[config.mk]
export PLATFORM = sky130hd
export DESIGN_NAME = stream_find_and_replace_flat
export DESIGN_NICKNAME = d
export VERILOG_FILES = /design/src/rtl/sfr_pkg.sv /design/src/rtl/sfr_stream_if.sv /design/src/rtl/stream_find_and_replace.sv /design/src/rtl/sfr_cell.sv /design/src/flat_wrapper.sv
export SDC_FILE = /design/constraint.sdc
export NUM_CORES = 1
export LEC_CHECK = 0
export BUFFER_PORTS_ARGS = -buffer_cell sky130_fd_sc_hd__buf_2
export CAP_MARGIN = 25
export CELL_PAD_IN_SITES_DETAIL_PLACEMENT = 1
export CELL_PAD_IN_SITES_GLOBAL_PLACEMENT = 2
export CORE_MARGIN = 2
export CORE_UTILIZATION = 44
export CTS_BUF_LIST = sky130_fd_sc_hd__clkbuf_8
export DETAILED_ROUTE_END_ITERATION = 10
export GPL_TIMING_DRIVEN = 0
export PLACE_DENSITY_LB_ADDON = 0.25
export REMOVE_ABC_BUFFERS = 1
export SLEW_MARGIN = 20
export SYNTH_ARGS = -nofsm -noshare
export SYNTH_HDL_FRONTEND = slang
export SYNTH_SLANG_ARGS = --single-unit
[constraint.sdc]
create_clock -name clk_i -period 6.1 [get_ports clk_i]
set_input_delay 1.22 -clock clk_i [delete_from_list [all_inputs] [get_ports clk_i]]
set_output_delay 1.22 -clock clk_i [all_outputs]
set_load 0.01 [all_outputs]
[src/rtl/sfr_pkg.sv]
package sfr_pkg;

  localparam int unsigned MaxPattern     = 16;
  localparam int unsigned MaxReplacement = 16;
  localparam int unsigned RegIdxW        = 3;
  localparam int unsigned CfgDataW       = 64;
  localparam int unsigned LenW           = 5;

  typedef enum logic [RegIdxW-1:0] {
    RegPatLo = 3'd0,
    RegPatHi = 3'd1,
    RegPatLen = 3'd2,
    RegRepLo = 3'd3,
    RegRepHi = 3'd4,
    RegRepLen = 3'd5
  } reg_idx_e;

  typedef struct packed {
    logic [7:0] text_byte;
    logic       byte_present;
    logic       end_of_text;
  } in_item_t;

  typedef struct packed {
    logic [7:0] result_byte;
    logic       byte_valid;
    logic       last_of_text;
  } out_item_t;

  typedef enum logic [3:0] {
    StIdle  = 4'b0001,
    StShift = 4'b0010,
    StEmit  = 4'b0100,
    StFlush = 4'b1000
  } state_e;

endpackage

[src/rtl/sfr_stream_if.sv]
interface sfr_stream_if #(
  parameter type T = logic
);
  logic valid;
  logic ready;
  T     data;

  modport source (output valid, output data, input ready);
  modport sink (input valid, input data, output ready);
endinterface

[src/rtl/stream_find_and_replace.sv]
// channel | role   | fields
// in_if   | sink   | text_byte, byte_present, end_of_text
// out_if  | source | result_byte, byte_valid, last_of_text
// cfg     | write  | cfg_we_i, cfg_idx_i, cfg_data_i
// pass-through or a growing match is done in idle; a full match emits the replacement bytes
// a mismatch loads the cell row and, while the output is free, shifts it one place per cycle
// emitting the front byte, until the rest is a pattern prefix
// end of text flushes the held bytes in StFlush; a bare end with none held gives an empty marker
// async active-low reset clears config, held length and the output register
// input is taken only when idle with the output register free; a stalled output freezes it
module stream_find_and_replace #(
  parameter int unsigned MAX_PATTERN     = sfr_pkg::MaxPattern,
  parameter int unsigned MAX_REPLACEMENT = sfr_pkg::MaxReplacement
) (
  input  logic                         clk_i,
  input  logic                         rst_ni,
  input  logic                         cfg_we_i,
  input  logic [sfr_pkg::RegIdxW-1:0]  cfg_idx_i,
  input  logic [sfr_pkg::CfgDataW-1:0] cfg_data_i,
  sfr_stream_if.sink                   in_if,
  sfr_stream_if.source                 out_if
);
  import sfr_pkg::*;

  localparam int unsigned N = MAX_PATTERN;

  logic [63:0] pat_lo_q, pat_hi_q, rep_lo_q, rep_hi_q;
  logic [LenW-1:0] pat_len_q, rep_len_q, m_q, m_d;
  logic [LenW-1:0] pl, rl, m0, win_q, win_d, cnt_q, cnt_d;
  logic end_q, end_d;
  state_e st_q, st_d;
  out_item_t ob_q, ob_d;
  logic ov_q, ov_d;

  logic [7:0] pbyte [16];
  logic [7:0] rbyte [16];
  logic [7:0] cbyte [N];
  logic [N:0] chain;
  logic load, shift;
  logic [7:0] c_in;
  logic win_ok, slot, in_acc, pat_len_wr;

  always_comb begin
    for (int i = 0; i < 8; i++) begin
      pbyte[i]   = pat_lo_q[8*i +: 8];
      pbyte[i+8] = pat_hi_q[8*i +: 8];
      rbyte[i]   = rep_lo_q[8*i +: 8];
      rbyte[i+8] = rep_hi_q[8*i +: 8];
    end
  end

  assign pl = (pat_len_q > LenW'(MAX_PATTERN)) ? LenW'(MAX_PATTERN) : pat_len_q;
  assign rl = (rep_len_q > LenW'(MAX_REPLACEMENT)) ? LenW'(MAX_REPLACEMENT) : rep_len_q;
  assign m0 = (pl == '0 || m_q >= pl) ? '0 : m_q;

  assign chain[0] = 1'b1;
  genvar g;
  generate
    for (g = 0; g < N; g++) begin : g_cell
      logic [7:0] nb;
      if (g == N - 1) begin : g_last
        assign nb = 8'd0;
      end else begin : g_mid
        assign nb = cbyte[g+1];
      end
      sfr_cell u_cell (
        .clk_i,
        .rst_ni,
        .load_i      (load && (LenW'(g) <= m0)),
        .load_byte_i ((LenW'(g) < m0) ? pbyte[g] : c_in),
        .shift_i     (shift),
        .nbr_byte_i  (nb),
        .pat_byte_i  (pbyte[g]),
        .care_i      (LenW'(g) < win_q),
        .prev_match_i(chain[g]),
        .byte_o      (cbyte[g]),
        .match_o     (chain[g+1])
      );
    end
  endgenerate

  assign win_ok = chain[N];

  assign slot = !ov_q || out_if.ready;
  assign c_in = in_if.data.text_byte;
  assign in_if.ready = (st_q == StIdle) && slot && !cfg_we_i;
  assign in_acc = in_if.valid && in_if.ready;
  assign pat_len_wr = cfg_we_i && (reg_idx_e'(cfg_idx_i) == RegPatLen);

  always_comb begin
    st_d  = st_q;
    m_d   = m_q;
    win_d = win_q;
    cnt_d = cnt_q;
    end_d = end_q;
    ov_d  = ov_q && !out_if.ready;
    ob_d  = ob_q;
    load  = 1'b0;
    shift = 1'b0;
    case (st_q)
      StIdle: begin
        if (in_acc) begin
          end_d = in_if.data.end_of_text;
          cnt_d = '0;
          m_d   = m0;
          if (!in_if.data.byte_present) begin
            if (in_if.data.end_of_text) begin
              if (m0 != '0) begin
                st_d = StFlush;
              end else begin
                ov_d = 1'b1;
                ob_d = '{8'd0, 1'b0, 1'b1};
              end
            end
          end else if (pl == '0) begin
            ov_d = 1'b1;
            ob_d = '{c_in, 1'b1, in_if.data.end_of_text};
          end else if (c_in == pbyte[m0[3:0]]) begin
            if (m0 + LenW'(1) == pl) begin
              m_d = '0;
              if (rl != '0) begin
                st_d = StEmit;
              end else if (in_if.data.end_of_text) begin
                ov_d = 1'b1;
                ob_d = '{8'd0, 1'b0, 1'b1};
              end
            end else begin
              m_d = m0 + LenW'(1);
              if (in_if.data.end_of_text) st_d = StFlush;
            end
          end else begin
            load  = 1'b1;
            win_d = m0 + LenW'(1);
            st_d  = StShift;
          end
        end
      end
      StShift: begin
        if (win_ok) begin
          m_d  = win_q;
          st_d = (end_q && win_q != '0) ? StFlush : StIdle;
        end else if (slot) begin
          ov_d  = 1'b1;
          ob_d  = '{cbyte[0], 1'b1, end_q && (win_q == LenW'(1))};
          shift = 1'b1;
          win_d = win_q - LenW'(1);
        end
      end
      StEmit: begin
        if (slot) begin
          ov_d  = 1'b1;
          ob_d  = '{rbyte[cnt_q[3:0]], 1'b1, end_q && (cnt_q + LenW'(1) == rl)};
          cnt_d = cnt_q + LenW'(1);
          if (cnt_q + LenW'(1) == rl) st_d = StIdle;
        end
      end
      StFlush: begin
        if (slot) begin
          ov_d  = 1'b1;
          ob_d  = '{pbyte[cnt_q[3:0]], 1'b1, cnt_q + LenW'(1) == m_q};
          cnt_d = cnt_q + LenW'(1);
          if (cnt_q + LenW'(1) == m_q) begin
            st_d = StIdle;
            m_d  = '0;
          end
        end
      end
      default: st_d = StIdle;
    endcase
    if (pat_len_wr) m_d = '0;
  end

  always_ff @(posedge clk_i or negedge rst_ni) begin
    if (!rst_ni) begin
      st_q <= StIdle; m_q <= '0; win_q <= '0; cnt_q <= '0; end_q <= 1'b0;
      ov_q <= 1'b0; ob_q <= '0;
      pat_lo_q <= '0; pat_hi_q <= '0; rep_lo_q <= '0; rep_hi_q <= '0;
      pat_len_q <= '0; rep_len_q <= '0;
    end else begin
      st_q <= st_d; m_q <= m_d; win_q <= win_d; cnt_q <= cnt_d; end_q <= end_d;
      ov_q <= ov_d; ob_q <= ob_d;
      if (cfg_we_i) begin
        case (reg_idx_e'(cfg_idx_i))
          RegPatLo:  pat_lo_q <= cfg_data_i;
          RegPatHi:  pat_hi_q <= cfg_data_i;
          RegPatLen: pat_len_q <= cfg_data_i[LenW-1:0];
          RegRepLo:  rep_lo_q <= cfg_data_i;
          RegRepHi:  rep_hi_q <= cfg_data_i;
          RegRepLen: rep_len_q <= cfg_data_i[LenW-1:0];
          default: ;
        endcase
      end
    end
  end

  assign out_if.valid = ov_q;
  assign out_if.data  = ob_q;

  a_held_below_len: assert property (@(posedge clk_i) disable iff (!rst_ni)
    (st_q == StIdle && pl != '0) |-> (m_q < pl))
    else $error("held length not below pattern length");
  a_no_accept_busy: assert property (@(posedge clk_i) disable iff (!rst_ni)
    in_acc |-> (st_q == StIdle))
    else $error("input taken while busy");
  a_out_hold: assert property (@(posedge clk_i) disable iff (!rst_ni)
    (ov_q && !out_if.ready) |=> ov_q)
    else $error("output dropped");
  a_out_stable: assert property (@(posedge clk_i) disable iff (!rst_ni)
    (ov_q && !out_if.ready) |=> $stable(ob_q))
    else $error("output changed while stalled");
  a_state_onehot: assert property (@(posedge clk_i) disable iff (!rst_ni)
    $onehot(st_q))
    else $error("state not one-hot");
endmodule

[src/rtl/sfr_cell.sv]
module sfr_cell (
  input  logic       clk_i,
  input  logic       rst_ni,
  input  logic       load_i,
  input  logic [7:0] load_byte_i,
  input  logic       shift_i,
  input  logic [7:0] nbr_byte_i,
  input  logic [7:0] pat_byte_i,
  input  logic       care_i,
  input  logic       prev_match_i,
  output logic [7:0] byte_o,
  output logic       match_o
);
  logic [7:0] byte_q, byte_d;

  always_comb begin
    byte_d = byte_q;
    if (load_i) begin
      byte_d = load_byte_i;
    end else if (shift_i) begin
      byte_d = nbr_byte_i;
    end
  end

  always_ff @(posedge clk_i or negedge rst_ni) begin
    if (!rst_ni) begin
      byte_q <= '0;
    end else begin
      byte_q <= byte_d;
    end
  end

  // cells past the window end always agree
  assign byte_o  = byte_q;
  assign match_o = prev_match_i & (!care_i | (byte_q == pat_byte_i));
endmodule

[src/flat_wrapper.sv]
// flat-port wrapper written by rule: the top's interface ports become plain ports
module stream_find_and_replace_flat import sfr_pkg::*;
#(
  parameter int unsigned MAX_PATTERN     = sfr_pkg::MaxPattern,
  parameter int unsigned MAX_REPLACEMENT = sfr_pkg::MaxReplacement
)
  (clk_i, rst_ni, cfg_we_i, cfg_idx_i, cfg_data_i, in_if_valid, in_if_data, in_if_ready, out_if_valid, out_if_data, out_if_ready);
  sfr_stream_if #(.T(in_item_t)) in_if_i ();
  sfr_stream_if #(.T(out_item_t)) out_if_i ();
  input  logic clk_i;
  input  logic rst_ni;
  input  logic cfg_we_i;
  input  logic [sfr_pkg::RegIdxW-1:0] cfg_idx_i;
  input  logic [sfr_pkg::CfgDataW-1:0] cfg_data_i;
  input wire logic [$bits(in_if_i.valid)-1:0] in_if_valid;
  input wire logic [$bits(in_if_i.data)-1:0] in_if_data;
  output wire logic [$bits(in_if_i.ready)-1:0] in_if_ready;
  output wire logic [$bits(out_if_i.valid)-1:0] out_if_valid;
  output wire logic [$bits(out_if_i.data)-1:0] out_if_data;
  input wire logic [$bits(out_if_i.ready)-1:0] out_if_ready;
  assign in_if_i.valid = in_if_valid;
  assign in_if_i.data = in_if_data;
  assign in_if_ready = in_if_i.ready;
  assign out_if_valid = out_if_i.valid;
  assign out_if_data = out_if_i.data;
  assign out_if_i.ready = out_if_ready;
  stream_find_and_replace #(.MAX_PATTERN(MAX_PATTERN), .MAX_REPLACEMENT(MAX_REPLACEMENT)) u_core (.clk_i(clk_i), .rst_ni(rst_ni), .cfg_we_i(cfg_we_i), .cfg_idx_i(cfg_idx_i), .cfg_data_i(cfg_data_i), .in_if(in_if_i), .out_if(out_if_i));
endmodule
==> flow_summary.json <==
{
  "maxCapViolCount": 0,
  "gp_congestion": 0.9449,
  "fin_cells": 3108,
  "cts_tree": "yes",
  "layout_common_cells": "dfrtp_1, mux2_2, mux2i_1, nand2_1, a21oi_1",
  "via_per_inst": 6.513,
  "cts_setup_buffers": 0,
  "critical-path-max-stage-delay_ns": 0.65,
  "crit_chain": "inv_2 > ha_1 > nor2b_1 > o21a_1 > o21ai_4 > buf_16 > nor2_1 > buf_4 > ha_1 > nand3_1 > xnor2_1 > o211ai_1 > mux2i_1 > mux2i_1 > nand3_1 > o31a_1 > a311o_2 > mux2_4",
  "worst_pin_slew_ns": 1.074,
  "hold_viol": 0,
  "synth_seq_cells": 425,
  "htreeDepth": 3,
  "ctsLongestPathBuffers": 3,
  "hold_path_class": "in -> async",
  "fillers": 5920,
  "post-route-min-period_ns": 5.736,
  "worstPathRequired_ns": 6.67,
  "synthAdderAreaFrac_pct": 0.5970,
  "skew_ns": 0.02779,
  "cellPowerDensity_nw_per_um2": 421.2,
  "antenna_found_initial": 1,
  "core-area_sq_um": 56500,
  "cts_resized": 0,
  "seq_area_frac_synth_pct": 42.29,
  "rows": 87,
  "critPathMaxFanout": 23,
  "dr_wl_met2_um": 43880,
  "final_nets": 2384,
  "ff_latch_area_sq_um": 10650,
  "mostFrequentLayoutCell": "dfrtp_1",
  "clock-sinks": 425,
  "yosys_warnings": 0,
  "async_reset_ff_share_pct": 100.0,
  "p_leak_nw": 12.85,
  "drcViolationCount": 0,
  "cts_made_buffers": 79,
  "die_w_um": 243.1,
  "clockRootBuffer": "clkbuf_8",
  "synth-edff-count": 0,
  "r2r_cells": 18,
  "drt_iter0_drc": 1852,
  "crit_arrival_ns": 6.31,
  "cts.clk_slew.worst_paths_ns": 0.06,
  "hpwl_um": 69690,
  "vdd_drop_max_v": 0.0002569,
  "crit_buf_inv": 3,
  "synth_area_sq_um": 25150,
  "path_delay_family": "compound AO/OA/AOI/OAI gates",
  "startpoint_type": "flip-flop",
  "initial_core_util_pct": 44.52,
  "synth_top_area_cell": "dfrtp_1",
  "layout-drive-gt1-share_pct": 29.73,
  "rsz0062_at_grt": "no",
  "synth-simple-area-share_pct": 7.562,
  "holdBufCountCts": 0,
  "port_buffers": 93,
  "grt_overflow": 0,
  "first_pass_iters": 5,
  "setup.reg_to_reg.worst_slack_ns": 0.36,
  "synth_compound_area_share_pct": 12.31,
  "synth_cell_type_count": 82,
  "first_global_vias": 20990,
  "outcome": "finished clean",
  "synth_top_family_by_area": "multiplexers",
  "period_share_pct": 94.03,
  "max_freq_mhz": 174.3,
  "path_class": "reg -> reg",
  "synth-xor-area-share_pct": 5.224,
  "wl_um": 97070,
  "fp.dieH_um": 243.1,
  "yosys-mux-area-fraction_pct": 29.12,
  "slew_violations": 0,
  "r2r-start": "u_core.m_q[0]$_DFFE_PN0P_",
  "wl_met3_um": 6909,
  "synth_area_leaders": "dfrtp_1, mux2_2, mux2i_1",
  "slew_headroom_pct": 28.41,
  "avgSynthCellArea_sq_um": 11.38,
  "ioPinCount": 94,
  "place_area_sq_um": 26870,
  "clk_latency_ns": 0.70,
  "grt_max_degree": 99,
  "cp_slowest_cell": "dfrtp_4",
  "finalInstanceArea_sq_um": 28570,
  "grt_pass1_wl_um": 144500,
  "syn2layout_area_growth_pct": 13.58,
  "yosysTopAreaCellShare_pct": 42.19,
  "m1WireLength_um": 42130,
  "end_kind": "flip-flop",
  "syn_inst": 2210,
  "grt_usage_pct": 32.88,
  "multi_input_area_sq_um": 13900,
  "wl_per_cell_um": 31.23,
  "fin_util_pct": 50.56,
  "drtAntennaViolNets": 0,
  "rr_endpoint": "u_core.out_if.data[9]$_DFFE_PN0P_",
  "post-place-cells": 2960,
  "final-setup-viol-count": 0,
  "num_vias": 20240,
  "die_area_sq_um": 59090,
  "synth_ff_type": "dfrtp_1",
  "top_layer_used": "met4"
}
## metrics by stage
stage	hold WS (ns)	TNS (ns)	worst slack (ns)	power, mW
CTS	0.3676	0	0.07738	11.97
global placement	0.4827	-3441.76	-6.814	8.801
floorplan	0.4687	-108.96	-0.9126	7.162
global route	0.3905	0	0.1667	12.55
detailed placement	0.4902	0	0.1037	8.970
finish	0.3986	0	0.3642	12.03
## layout make-up
type | instances | area share [%]
Multi-Input combinational cell | 1612 | 48.66
Clock inverter | 49 | 1.301
Clock buffer | 93 | 4.481
Inverter | 24 | 0.3154
Tap cell | 756 | 3.311
Sequential cell | 425 | 37.28
Antenna cell | 1 | 0.008760
Timing Repair Buffer | 148 | 4.638
## worst reg2reg max path, cell delays in order, from the launching register on
cell and delay (ns):
dfrtp_4 0.65, inv_2 0.37, ha_1 0.31, nor2b_1 0.15, o21a_1 0.34, o21ai_4 0.29, buf_16 0.26, nor2_1 0.29
buf_4 0.26, ha_1 0.31, nand3_1 0.14, xnor2_1 0.16, o211ai_1 0.23, mux2i_1 0.18, mux2i_1 0.18, nand3_1 0.22
o31a_1 0.35, a311o_2 0.56, mux2_4 0.40
## routing by layer
layer	vias to the layer above	GRT usage, %
li1	8495	-
met2	825	50.67
met4	0	13.26
met3	225	6.004
met1	10700	45.77
met5	-	0
## kinds of logic (layout without fill, tap and decap cells)
logic type                 after synthesis  in the layout
other                                    0              1
adders and majority gates               12             12
xor gates and xnor gates               150            150
buffers and inverters                  173            314
muxes                                  637            637
DFF                                    425            425
AOI/OAI and AO/OA                      437            437
and+or+nand+nor                        376            376
## how the worst max path moves through the flow
stage / from / end / slack [ns] / depth (start not counted)
after global routing: u_core.m_q[0]$_DFFE_PN0P_ / u_core.out_if.data[9]$_DFFE_PN0P_ / 0.17 / 18
after global placement: u_core.st_q[3]$_DFFE_PN0P_ / u_core.g_cell[6].u_cell.byte_o[2]$_DFFE_PN0P_ / -6.81 / 6
final: u_core.m_q[0]$_DFFE_PN0P_ / u_core.out_if.data[9]$_DFFE_PN0P_ / 0.36 / 18
after detailed placement: u_core.m_q[0]$_DFFE_PN0P_ / u_core.out_if.data[7]$_DFFE_PN0P_ / 0.10 / 17
after CTS: u_core.m_q[0]$_DFFE_PN0P_ / u_core.out_if.data[9]$_DFFE_PN0P_ / 0.08 / 17
after floorplan: u_core.st_q[3]$_DFFE_PN0P_ / u_core.g_cell[6].u_cell.byte_o[0]$_DFFE_PN0P_ / -0.91 / 6
## synthesized netlist by cell type, types with 24 or more instances
cell and count:
a221oi_1 38, clkbuf_1 108, nor4_1 25, and3_1 55, a221o_1 56, a21oi_1 106, mux4_2 40, nand2_1 112
xor2_1 79, xnor2_1 71, mux2i_1 270, buf_2 24, nor2_1 64, mux2_2 317, nor3_1 26, dfrtp_1 424
o21ai_0 82
## where the power goes
part | total, mW | switching [mW] | internal (mW)
clock | 2.96 | 1.35 | 1.61
combinational | 4.29 | 2.30 | 1.99
sequential | 4.78 | 1.20 | 3.58
## state kept, by name (all words and copies together), names as in the netlist, 10 cells and up
signal / cells
u_core.g_cell.u_cell.byte_o: 128
u_core.out_if.data: 10
u_core.pat_hi_q: 64
u_core.pat_lo_q: 64
u_core.rep_hi_q: 64
u_core.rep_lo_q: 64
Power figures use the tool's default switching activity.
